**config.mk**
```make
export PLATFORM = sky130hd
export DESIGN_NAME = expanding_halving_line_search
export DESIGN_NICKNAME = d
export VERILOG_FILES = /design/src/rtl/ehls_pkg.sv /design/src/rtl/ehls_cfg_regs.sv /design/src/rtl/ehls_step.sv /design/src/rtl/expanding_halving_line_search.sv
export SDC_FILE = /design/constraint.sdc
export NUM_CORES = 2
export LEC_CHECK = 0
export BUFFER_PORTS_ARGS = -buffer_cell sky130_fd_sc_hd__buf_4
export CORE_AREA = 2 2 237 333
export CTS_CLUSTER_DIAMETER = 120
export CTS_CLUSTER_SIZE = 30
export DETAILED_ROUTE_END_ITERATION = 6
export DIE_AREA = 0 0 239 335
export GPL_ROUTABILITY_DRIVEN = 0
export GPL_TIMING_DRIVEN = 0
export PLACE_DENSITY_LB_ADDON = 0.15
export RECOVER_POWER = 100
export SYNTH_ARGS = -nofsm -noshare
export SYNTH_HDL_FRONTEND = slang
export SYNTH_SLANG_ARGS = --single-unit
```
**constraint.sdc**
```tcl
create_clock -name clk_i -period 16.82 [get_ports clk_i]
set_input_delay 3.364 -clock clk_i [delete_from_list [all_inputs] [get_ports clk_i]]
set_output_delay 3.364 -clock clk_i [all_outputs]
set_load 0.02 [all_outputs]
```
**src/rtl/ehls_pkg.sv**
```systemverilog
// Shared types, codes and arithmetic helpers for the expanding/halving line search.
// Used by every module of the block; depends on nothing else.
package ehls_pkg;

  // Field widths
  localparam int LenW     = 32;
  localparam int ValW     = 48;
  localparam int TotW     = 16;
  localparam int SrchW    = 8;
  localparam int CmdW     = 2;
  localparam int KindW    = 2;
  localparam int CfgIdxW  = 2;
  localparam int CfgDataW = 32;

  // Stream packing
  localparam int InDataW   = 128;
  localparam int OutFieldW = LenW + 1 + ValW + LenW + TotW;
  localparam int OutDataW  = ((OutFieldW + 7) / 8) * 8;

  // Reciprocal of ten: floor(x * Div10Recip / 2^Div10Shift) == x / 10 for 32-bit x
  localparam logic [31:0] Div10Recip = 32'hCCCC_CCCD;
  localparam int          Div10Shift = 35;

  // Register indexes
  localparam logic [CfgIdxW-1:0] CFG_MAX_LENGTH       = 2'd0;
  localparam logic [CfgIdxW-1:0] CFG_MIN_LENGTH       = 2'd1;
  localparam logic [CfgIdxW-1:0] CFG_MAX_TRIALS_TOTAL = 2'd2;
  localparam logic [CfgIdxW-1:0] CFG_MAX_TRIALS_SRCH  = 2'd3;

  // Register reset values
  localparam logic [LenW-1:0]  MaxLengthRst   = 32'd65536;
  localparam logic [LenW-1:0]  MinLengthRst   = 32'd64;
  localparam logic [TotW-1:0]  MaxTotalRst    = 16'd0;
  localparam logic [SrchW-1:0] MaxPerSrchRst  = 8'd12;

  typedef enum logic [CmdW-1:0] {
    CMD_START  = 2'd0,
    CMD_REPORT = 2'd1,
    CMD_CLEAR  = 2'd2
  } cmd_e;

  typedef enum logic [KindW-1:0] {
    KIND_TRIAL = 2'd0,
    KIND_DONE  = 2'd1,
    KIND_ACK   = 2'd2
  } kind_e;

  typedef enum logic [1:0] {
    PH_IDLE   = 2'd0,
    PH_GROW   = 2'd1,
    PH_SHRINK = 2'd2
  } phase_e;

  typedef struct packed {
    logic [LenW-1:0]  max_length;
    logic [LenW-1:0]  min_length;
    logic [TotW-1:0]  max_trials_total;
    logic [SrchW-1:0] max_trials_per_search;
  } cfg_t;

  typedef struct packed {
    phase_e                  phase;
    logic [LenW-1:0]         trial_length;
    logic [LenW-1:0]         accepted_sum;
    logic signed [ValW-1:0]  best_so_far;
    logic [TotW-1:0]         total_trials;
    logic [SrchW-1:0]        search_trials;
  } state_t;

  typedef struct packed {
    logic [CmdW-1:0]         command;
    logic [LenW-1:0]         start_length;
    logic signed [ValW-1:0]  initial_best;
    logic signed [ValW-1:0]  objective_value;
  } item_t;

  typedef struct packed {
    kind_e                   result_kind;
    logic [LenW-1:0]         step_length;
    logic                    last_accepted;
    logic signed [ValW-1:0]  best_value;
    logic [LenW-1:0]         next_start_length;
    logic [TotW-1:0]         trials_used;
  } result_t;

  // Grow a length by exactly 1.1 (rounded down) and cap it at max_len.
  // len * 11 / 10 == len + len / 10 for integer len.
  function automatic logic [LenW-1:0] grow_length(input logic [LenW-1:0] len,
                                                   input logic [LenW-1:0] max_len);
    logic [63:0]     prod;
    logic [LenW:0]   grown;
    prod  = 64'(len) * 64'(Div10Recip);
    grown = {1'b0, len} + (LenW + 1)'(prod >> Div10Shift);
    if (grown > {1'b0, max_len}) begin
      return max_len;
    end
    return grown[LenW-1:0];
  endfunction

endpackage

```
**src/rtl/ehls_cfg_regs.sv**
```systemverilog
// Configuration register file for the line search: four write-only registers.
// Depends on ehls_pkg for register indexes, reset values and cfg_t.
module ehls_cfg_regs
  import ehls_pkg::*;
(
  input  logic                clk_i,
  input  logic                rst_ni,
  input  logic                cfg_we_i,
  input  logic [CfgIdxW-1:0]  cfg_idx_i,
  input  logic [CfgDataW-1:0] cfg_wdata_i,
  output cfg_t                cfg_o
);

  cfg_t cfg_q, cfg_d;

  // Decode the register index on a write
  always_comb begin
    cfg_d = cfg_q;
    if (cfg_we_i) begin
      unique case (cfg_idx_i)
        CFG_MAX_LENGTH:       cfg_d.max_length            = cfg_wdata_i[LenW-1:0];
        CFG_MIN_LENGTH:       cfg_d.min_length            = cfg_wdata_i[LenW-1:0];
        CFG_MAX_TRIALS_TOTAL: cfg_d.max_trials_total      = cfg_wdata_i[TotW-1:0];
        CFG_MAX_TRIALS_SRCH:  cfg_d.max_trials_per_search = cfg_wdata_i[SrchW-1:0];
        default: ;
      endcase
    end
  end

  always_ff @(posedge clk_i or negedge rst_ni) begin
    if (!rst_ni) begin
      cfg_q.max_length            <= MaxLengthRst;
      cfg_q.min_length            <= MinLengthRst;
      cfg_q.max_trials_total      <= MaxTotalRst;
      cfg_q.max_trials_per_search <= MaxPerSrchRst;
    end else begin
      cfg_q <= cfg_d;
    end
  end

  assign cfg_o = cfg_q;

endmodule

```
**src/rtl/ehls_step.sv**
```systemverilog
// Combinational next-state and result logic for one item of the line search.
// Depends on ehls_pkg for the state, item, result and config types.
module ehls_step
  import ehls_pkg::*;
(
  input  cfg_t    cfg_i,
  input  state_t  state_i,
  input  item_t   item_i,
  output state_t  state_o,
  output result_t result_o
);

  state_t          nxt;
  kind_e           kind;
  logic            accepted;
  logic            run_advance;
  logic            limits_ok;
  logic [LenW:0]   sum_wide;
  logic [LenW-1:0] grown;

  // Candidate values that depend only on the current state and the configuration
  assign sum_wide = {1'b0, state_i.accepted_sum} + {1'b0, state_i.trial_length};
  assign grown    = grow_length(state_i.trial_length, cfg_i.max_length);

  always_comb begin
    nxt         = state_i;
    kind        = KIND_ACK;
    accepted    = 1'b0;
    run_advance = 1'b0;
    limits_ok   = 1'b0;

    // Apply the command
    unique case (item_i.command)
      CMD_START: begin
        nxt.trial_length  = (item_i.start_length > cfg_i.max_length) ?
                            cfg_i.max_length : item_i.start_length;
        nxt.best_so_far   = item_i.initial_best;
        nxt.accepted_sum  = '0;
        nxt.search_trials = '0;
        nxt.phase         = PH_GROW;
        run_advance       = 1'b1;
      end
      CMD_REPORT: begin
        if (state_i.phase != PH_IDLE) begin
          // Saturating trial counters
          if (state_i.total_trials != '1) begin
            nxt.total_trials = state_i.total_trials + TotW'(1);
          end
          if (state_i.search_trials != '1) begin
            nxt.search_trials = state_i.search_trials + SrchW'(1);
          end
          // Accept an improvement and add its length to the sum
          if (item_i.objective_value > state_i.best_so_far) begin
            accepted         = 1'b1;
            nxt.best_so_far  = item_i.objective_value;
            nxt.accepted_sum = sum_wide[LenW] ? '1 : sum_wide[LenW-1:0];
          end
          // Grow on improvement, else halve and shrink; shrinking always halves
          if (state_i.phase == PH_GROW) begin
            if (accepted) begin
              nxt.trial_length = grown;
            end else begin
              nxt.trial_length = state_i.trial_length >> 1;
              nxt.phase        = PH_SHRINK;
            end
          end else begin
            nxt.trial_length = state_i.trial_length >> 1;
          end
          run_advance = 1'b1;
        end
      end
      CMD_CLEAR: begin
        nxt.total_trials = '0;
      end
      default: ;
    endcase

    // Decide whether to ask for another trial or finish
    if (run_advance) begin
      limits_ok = (nxt.total_trials < cfg_i.max_trials_total) &&
                  (nxt.search_trials < cfg_i.max_trials_per_search);
      if (nxt.phase == PH_GROW && limits_ok) begin
        kind = KIND_TRIAL;
      end else begin
        if (nxt.phase == PH_GROW) begin
          nxt.trial_length = nxt.trial_length >> 1;
          nxt.phase        = PH_SHRINK;
        end
        if (nxt.trial_length > cfg_i.min_length && limits_ok) begin
          kind = KIND_TRIAL;
        end else begin
          nxt.phase = PH_IDLE;
          kind      = KIND_DONE;
        end
      end
    end
  end

  assign state_o                    = nxt;
  assign result_o.result_kind       = kind;
  assign result_o.step_length       = (kind == KIND_TRIAL) ? nxt.trial_length : '0;
  assign result_o.last_accepted     = accepted;
  assign result_o.best_value        = nxt.best_so_far;
  assign result_o.next_start_length = nxt.accepted_sum;
  assign result_o.trials_used       = nxt.total_trials;

endmodule

```
**src/rtl/expanding_halving_line_search.sv**
```systemverilog
// Step-length controller for an expanding-and-halving line search. Each beat
// in (start, report or clear) gives exactly one beat out: the beat is captured
// in an input register, then one pass of logic updates the search state and
// fills the result register. A new beat is taken every cycle while the result
// side does not stall; the per-item loop is the state update, whose longest
// path is the 32x32 reciprocal multiply of the 1.1 growth and the cap compare.
// Lengths are unsigned Q16.16, objective values signed Q32.16. Write the
// configuration registers only while no beat is in flight.
module expanding_halving_line_search
  import ehls_pkg::*;
(
  input  logic                clk_i,
  input  logic                rst_ni,
  // Configuration write port
  input  logic                cfg_we_i,
  input  logic [CfgIdxW-1:0]  cfg_idx_i,
  input  logic [CfgDataW-1:0] cfg_wdata_i,
  // Command stream
  input  logic                s_axis_tvalid,
  output logic                s_axis_tready,
  // tdata: start_length[31:0], initial_best[79:32], objective_value[127:80]
  input  logic [InDataW-1:0]  s_axis_tdata,
  // tuser: command[1:0]
  input  logic [CmdW-1:0]     s_axis_tuser,
  // Result stream
  output logic                m_axis_tvalid,
  input  logic                m_axis_tready,
  // tdata: step_length[31:0], last_accepted[32], best_value[80:33],
  //        next_start_length[112:81], trials_used[128:113], zero pad above
  output logic [OutDataW-1:0] m_axis_tdata,
  // tuser: result_kind[1:0]
  output logic [KindW-1:0]    m_axis_tuser
);

  cfg_t    cfg;
  item_t   in_item;
  item_t   item_q;
  logic    in_valid_q, in_valid_d;
  state_t  state_q, state_d;
  result_t res_d, res_q;
  logic    out_valid_q, out_valid_d;
  logic    in_fire;
  logic    advance;

  ehls_cfg_regs u_cfg (
    .clk_i       (clk_i),
    .rst_ni      (rst_ni),
    .cfg_we_i    (cfg_we_i),
    .cfg_idx_i   (cfg_idx_i),
    .cfg_wdata_i (cfg_wdata_i),
    .cfg_o       (cfg)
  );

  // Unpack the incoming beat
  assign in_item.command         = s_axis_tuser;
  assign in_item.start_length    = s_axis_tdata[LenW-1:0];
  assign in_item.initial_best    = s_axis_tdata[LenW+ValW-1:LenW];
  assign in_item.objective_value = s_axis_tdata[LenW+2*ValW-1:LenW+ValW];

  // Handshake: the held beat moves on when the result register is free
  assign advance       = in_valid_q && (!out_valid_q || m_axis_tready);
  assign s_axis_tready = !in_valid_q || advance;
  assign in_fire       = s_axis_tvalid && s_axis_tready;

  assign in_valid_d  = in_fire ? 1'b1 : (advance ? 1'b0 : in_valid_q);
  assign out_valid_d = advance ? 1'b1 : (m_axis_tready ? 1'b0 : out_valid_q);

  ehls_step u_step (
    .cfg_i    (cfg),
    .state_i  (state_q),
    .item_i   (item_q),
    .state_o  (state_d),
    .result_o (res_d)
  );

  // Control and search state
  always_ff @(posedge clk_i or negedge rst_ni) begin
    if (!rst_ni) begin
      in_valid_q            <= 1'b0;
      out_valid_q           <= 1'b0;
      state_q.phase         <= PH_IDLE;
      state_q.trial_length  <= '0;
      state_q.accepted_sum  <= '0;
      state_q.best_so_far   <= '0;
      state_q.total_trials  <= '0;
      state_q.search_trials <= '0;
    end else begin
      in_valid_q  <= in_valid_d;
      out_valid_q <= out_valid_d;
      if (advance) begin
        state_q <= state_d;
      end
    end
  end

  // Payload registers
  always_ff @(posedge clk_i) begin
    if (in_fire) begin
      item_q <= in_item;
    end
    if (advance) begin
      res_q <= res_d;
    end
  end

  // Pack the result beat
  assign m_axis_tvalid = out_valid_q;
  assign m_axis_tuser  = res_q.result_kind;
  assign m_axis_tdata  = OutDataW'({res_q.trials_used,
                                    res_q.next_start_length,
                                    res_q.best_value,
                                    res_q.last_accepted,
                                    res_q.step_length});

endmodule

```
# --- After elaboration in Yosys (flattened, before gate mapping) ---
# Cells that the tools add are included.
word_totals:
  ff_bits: 489
  in_bits: 169
  out_inout_bits: 140
  word_cells: 96
classes:
  n_addsub: 4
  n_mul: 1
  order_cmp: 6
  n_eq_ne: 9
  muxes: 34
  n_reduce_logical: 20
ops:
  columns: ["cell", "n"]
  rows:
  - ["114-bit one-hot mux with 2 select lines", 1]
  - ["32-bit 2-to-1 mux", 6]
  - ["34-bit 2-to-1 mux", 5]
  - ["138-bit 2-to-1 mux", 1]
  - ["80-bit 2-to-1 mux", 1]
  - ["32-bit greater-than comparator", 2]
  - ["32-bit by 32-bit multiplier with 64-bit output (second input constant)", 1]
  - ["48-bit greater-than comparator", 1]
  - ["32-bit by 29-bit adder with 33-bit output", 1]
  - ["32-bit by 32-bit adder with 33-bit output", 1]
  - ["33-bit by 32-bit greater-than comparator with 1-bit output", 1]
  - ["16-bit one-hot mux with 2 select lines", 1]
  - ["16-bit by 1-bit adder with 16-bit output (second input constant)", 1]
  - ["16-bit less-than comparator", 1]
  - ["16-bit 2-to-1 mux", 1]
  - ["16-bit != test (second input constant)", 1]
  - ["8-bit one-hot mux with 2 select lines", 1]
  - ["1-bit 2-to-1 mux", 10]
  - ["2-bit 2-to-1 mux", 5]
  - ["2-bit AND reduction", 5]
  - ["8-bit by 1-bit adder with 8-bit output (second input constant)", 1]
  - ["2-bit by 1-bit equality test with 1-bit output (second input constant)", 4]
  - ["8-bit less-than comparator", 1]
  - ["8-bit 2-to-1 mux", 1]
  - ["other kinds (8)", 20]

# --- Logic depth before layout (Yosys ltp) ---
depth:
  depth_word: 20
  depth_mapped: 59
  depth_no_buf: 57

# --- Modules after synthesis ---
# Synthesis repeated with hierarchy kept, for this count alone.
hier_totals:
  cells_unflattened: 4438
  area_unflattened_um2: 46880.0
by_module_without_submodules:
  columns: ["mod", "n_inst", "cells_each", "area_per_inst_um2", "seq_area_each_um2"]
  rows:
  - ["ehls_step", 1, 3682, 30026.3, 0.0]
  - ["expanding_halving_line_search", 1, 569, 13576.8, 11340.9]
  - ["ehls_cfg_regs", 1, 187, 3276.9, 2207.1]

# --- Least setup slack after synthesis ---
# Ideal clock, no wire load.
synth_timing:
  path_type: "register to register"
  from: "register state_q[120] (netlist bit)"
  to: "register res_q, in the netlist m_axis_tdata[26], data pin"
  setup_time_ps: 272
  t_arrival_ps: 12399
  required_ps: 16548
  setup_slack_ps: 4149
  path_stages_with_launch: 56
  path_buffers: 3
  synth_period_minus_slack_ps: 12671
  cell_sequence: "dfrtp_1 ha_1 inv_1 fa_1 fa_1 fa_1 inv_1 fa_1 fa_1 fa_1 inv_1 fa_1 inv_1 ha_1 a21oi_1 o211ai_1 a211oi_1 o21ai_0 (+20 left out) a21oi_2 clkbuf_1 nand3_1 a31oi_1 a221oi_4 mux2i_1 ha_1 nor2b_1 o21ai_0 nand2b_1 a21oi_1 o21ai_0 a31oi_1 o221a_2 a21oi_1 o211ai_1 clkbuf_1 a21oi_1"
synth_between:
  elab_chain_cells: 18
  elab_cells_between_ends: 20
  cone_classes: "add/sub: 1; mul: 1; order compare: 2; mux: 14; reduce/logical: 2"
synth_lines:
  columns: ["item", "line_no", "text"]
  rows:
  - ["start, declared", "expanding_halving_line_search.sv:39", "state_t state_q, state_d;"]
  - ["start signal, assigned", "expanding_halving_line_search.sv:91", "state_q <= state_d;"]
  - ["32-bit by 32-bit multiplier with 64-bit output", "ehls_pkg.sv:92", "prod = 64'(len) * 64'(Div10Recip);"]
  - ["32-bit by 29-bit adder with 33-bit output", "ehls_pkg.sv:93", "grown = {1'b0, len} + (LenW + 1)'(prod >> Div10Shift);"]
  - ["33-bit by 32-bit greater-than comparator with 1-bit output", "ehls_pkg.sv:94", "if (grown > {1'b0, max_len}) begin"]
  - ["1-bit 2-to-1 mux", "ehls_pkg.sv:94", null]
  - ["32-bit 2-to-1 mux", "ehls_pkg.sv:97", "return grown[LenW-1:0];"]
  - ["32-bit 2-to-1 mux", "ehls_step.sv:60", "if (accepted) begin"]
  - ["32-bit 2-to-1 mux", "ehls_step.sv:59", "if (state_i.phase == PH_GROW) begin"]
  - ["138-bit 2-to-1 mux", "ehls_step.sv:44", "if (state_i.phase != PH_IDLE) begin"]
  - ["(+2 left out)", null, null]
  - ["34-bit 2-to-1 mux", "ehls_step.sv:82", "if (nxt.phase == PH_GROW && limits_ok) begin"]
  - ["34-bit 2-to-1 mux", "ehls_step.sv:79", "if (run_advance) begin"]
  - ["32-bit greater-than comparator", "ehls_step.sv:89", "if (nxt.trial_length > cfg_i.min_length && limits_ok) begin"]
  - ["1-bit logical AND", "ehls_step.sv:89", null]
  - ["1-bit 2-to-1 mux", "ehls_step.sv:89", null]
  - ["2-bit 2-to-1 mux", "ehls_step.sv:82", null]
  - ["2-bit 2-to-1 mux", "ehls_step.sv:79", null]
  - ["2-bit zero test", "ehls_step.sv:101", "assign result_o.step_length = (kind == KIND_TRIAL) ? nxt.trial_length : '0;"]
  - ["end signal, assigned", "expanding_halving_line_search.sv:102", "res_q <= res_d;"]
  - ["end, declared", "expanding_halving_line_search.sv:40", "result_t res_d, res_q;"]
# Mark *: on every way between the ends. The rest lies on a longest branch, timed or not. The select of a mux whose other input is x is not followed.
# A chain may end at the register's enable or synchronous reset.

# --- Worst setup path in the final report ---
layout_timing:
  from: "register state_q[121] (netlist bit)"
  to: "register res_q, in the netlist m_axis_tdata[16], data pin"
# Same word-level chain as after synthesis.

==> summary.log <==
INFO  drt            detail_route.wl_per_cell=24.9um
INFO  worst_setup_path crit_family=compound AO/OA/AOI/OAI gates
INFO  worst_setup_path worstPathRequired=17,120ps
INFO  global_routing grt_pass1_vias=38,366
INFO  layout         layoutNonFillerInstCount=5,979
INFO  worst_setup_path critPathMostFrequentCell=fa_1
INFO  worst_hold_path holdCritPathClass=reg -> reg
INFO  layout         area_delta_synth_final=7.69%
INFO  worst_hold_path worst_hold_startpoint=in_valid_q
INFO  layout         multi_input_comb_area=28,700um2
INFO  drt            antenna_violating_nets_post_route=0
INFO  flow_run       timing.max_cap.violations=10
INFO  worst_setup_path setup.worst_path.class=reg -> reg
INFO  worst_hold_path holdPathEnd=m_axis_tvalid
INFO  synth          post_synth_fa_ha_maj_area_fraction=33.2%
INFO  worst_setup_path cpMaxStageDelayCell=dfrtp_1
INFO  drt            detail_route.wirelength=149mm
INFO  global_routing grt_antenna_before_repair=8
INFO  clock_network  postCtsSetupRepairBufs=0
INFO  synth          share_of_the_synthesized_area_in_compound_gates_ao_oa_aoi_oai=16.0%
INFO  worst_setup_path worst-path-buf-inv=6
INFO  worst_setup_path timing.critical_path.to_type=flip-flop
INFO  die            chipHeight=335um
INFO  layout         mostFrequentLayoutCell=inv_1
INFO  synth          synthMuxAreaShare=2.22%
INFO  clock_network  clock_latency=600ps
INFO  die            floorplan.die_area=80,100um2
INFO  timing         slew_viol_final=509
INFO  worst_setup_path startpoint_type=flip-flop
INFO  timing         timing_worst_slew_pin_value=6360ps
INFO  timing         slew_headroom=-324%
INFO  die            initial_utilization=59.5%
INFO  synth          synth_cell_types=93
INFO  worst_setup_path regToRegEndpoint=m_axis_tdata[16]
INFO  clock_network  tritoncts=done
INFO  layout         final-seq-area=13,600um2
INFO  synth          yosysWarningCount=0
INFO  clock_network  cts_inserted_buffers=20
INFO  synth          ys_ff_latch=489
INFO  timing         fin_crit_sh=96.9%
INFO  clock_network  clkTransAtPathRegs=120ps
INFO  synth          yosysSeqAreaShare=29.5%
INFO  synth          edff_count_synth=261
INFO  placed_design  half_perimeter_wire_length_after_placement=120mm
INFO  clock_network  cts_max_path_buffers=3
INFO  run_status     failed_checks=max-capacitance violations, max-slew violations
INFO  clock_network  ctsRootBufferMaster=clkbuf_16
INFO  clock_network  clock-sinks=489
INFO  synth          synth.avg_cell_area=9.90um2
INFO  placed_design  number_of_cells_after_detailed_placement=5,940
INFO  worst_setup_path worst-r2r-cell-count=49
INFO  timing         layout_min_cycle_time=16,300ps
INFO  run_status     status=finished, violations left
INFO  synth          postSynth.asyncResetShare=46.6%
INFO  worst_setup_path worst-endpoint-arrival=16,600ps
INFO  drt            drt_drc_violations_left=0
INFO  worst_setup_path reg2reg_setup_slack=520ps
INFO  drt            drt_iter0_drc=3,173
INFO  worst_hold_path min_path_cells=1
INFO  global_routing grt_util_all_layers=37.6%
INFO  die            core_area=77,200um2
INFO  worst_setup_path path_max_fanout=11
INFO  layout         n_fill_cell=6,489
INFO  layout         most-common-layout-cells=inv_1 (776), ha_1 (580), fa_1 (398), nand2_1 (374), a21oi_1 (303)
INFO  placed_design  port_buffers=301
INFO  layout         layout-drive-gt1-share=6.87%
INFO  synth          synth-main-ff-cell=edfxtp_1
INFO  worst_setup_path reg2reg_from=state_q[121]
INFO  synth          yosys.area_share.xor_xnor=2.40%
INFO  global_routing overflow=0
INFO  layout         nets=6,126
INFO  timing         hold_violations=0
INFO  worst_setup_path crit_path_max_incr_delay=990ps
INFO  drt            post_detailed_route_via_to_cell_ratio=6.25
INFO  clock_network  cts_max_level=1
INFO  synth          post_synthesis_cells=4,642
INFO  die            num_rows=121
INFO  timing         fin_skew=29.3ps
INFO  synth          synth_top_family_by_area=adder cells
INFO  synth          yosys.area_share.simple=8.80%
INFO  timing         report.final.setup_viol=0
INFO  drt            via_count=37,373
INFO  die            dieWidth=239um
INFO  synth          synthesis.area=46,000um2
INFO  die            num_io_pins=309
INFO  timing         max_freq=61.3MHz
INFO  drt            drt_first_pass_iters=6
INFO  global_routing grt_first_pass_wirelength=225mm
INFO  global_routing grt_max_degree=109
[synthesized netlist by cell type, types with 14 or more instances]
library cell | count | area, um2
mux2_2 | 63 | 709
o21a_1 | 26 | 195
buf_2 | 25 | 125
and3_1 | 28 | 175
o221ai_1 | 33 | 289
nor3_1 | 45 | 225
a221oi_2 | 18 | 270
o21ai_1 | 30 | 150
a21o_1 | 125 | 938
fa_1 | 398 | 7970
a22o_1 | 54 | 473
xor2_1 | 62 | 543
inv_1 | 776 | 2910
o211ai_1 | 14 | 105
nor2b_1 | 20 | 125
clkbuf_1 | 114 | 428
a211oi_1 | 25 | 188
o22ai_1 | 29 | 181
mux2i_1 | 31 | 310
dfrtp_1 | 224 | 5610
buf_1 | 14 | 52.6
nand3_1 | 80 | 400
nor2_1 | 187 | 702
ha_1 | 581 | 7270
edfxtp_1 | 261 | 7840
nand2b_1 | 23 | 144
nand2_1 | 374 | 1400
nand4_1 | 52 | 325
a21oi_1 | 303 | 1520
and2_1 | 21 | 131
o31ai_1 | 21 | 158
a31oi_1 | 39 | 244
xnor2_1 | 64 | 561
o21ai_0 | 267 | 1340
[layout make-up]
type                            instances  share of cell area (%)
Tap cell                              984                    2.49
Sequential cell                       489                    27.4
Inverter                              777                    5.89
Multi-Input combinational cell       3215                    58.0
Antenna cell                            3                  0.0152
Buffer                                167                    1.45
Clock inverter                          2                  0.0506
Clock buffer                           34                    1.16
Timing Repair Buffer                  308                    3.48
[worst reg2reg max path, delay by kind of cell, from the launching register on]
family	cells	cell delay (ps)
compound gates	19	5800
fa+ha+maj	12	5740
simple gates	9	1480
buf+inv	6	1160
flops	1	990
mux	2	650
xor+xnor	1	220
[repair_timing]
item / in CTS / in global routing
setup endpoints to repair: 0 / 32
hold buffers: 0 / 0
gates resized for setup: 0 / 25
[layer usage]
layer	vias up	routed length [um]	part of all wire (%)	global-route usage (%)
li1	16648	-	-	-
met1	18082	52300	35	43.8
met2	2005	70400	47	62.0
met3	630	13500	9.0	7.59
met4	8	12900	8.7	26.7
met5	-	52	0.035	0
[metrics by stage]
stage	hold WS, ps	TNS (ps)	setup WS (ps)	utilization (%)	area [um2]
6_report	508	0	516	64.1	49500
3_3_place_gp	472	0	195	64.1	49500
2_1_floorplan	457	0	4150	-	46000
5_1_grt	533	-19.7	-17.1	64.1	49500
3_5_place_dp	487	0	119	64.3	49700
4_1_cts	509	0	61.8	65.1	50300
[registers in the layout, indices dropped and copies added (netlist names)]
name / flops
m_axis_tuser: 2
m_axis_tvalid: 1
u_cfg.cfg_o: 88
m_axis_tdata: 129
state_q: 138
item_q: 130
in_valid_q: 1
[kinds of logic (layout without fill, tap and decap cells)]
group / after synthesis / after routing
other: 1 / 10
AND/OR/NAND/NOR: 887 / 887
XOR/XNOR: 126 / 126
multiplexers: 94 / 94
flip-flops: 489 / 489
AO/OA/AOI/OAI: 1122 / 1122
buffers and inverters: 944 / 1288
adder cells (fa/ha/maj): 979 / 979
[worst max path at each step]
stage | from | endpoint | slack [ps] | cells after the start
after floorplan | state_q[120] | m_axis_tdata[26] | 4150 | 55
after global placement | state_q[120] | m_axis_tdata[19] | 200 | 53
after detailed placement | state_q[120] | m_axis_tdata[19] | 120 | 53
after CTS | state_q[120] | m_axis_tdata[19] | 60 | 53
after global routing | state_q[120] | m_axis_tdata[16] | -20 | 53
final | state_q[121] | m_axis_tdata[16] | 520 | 49
Power is not shown: default switching activity piles up to over one toggle a cycle in this logic, so the estimate is an artifact.
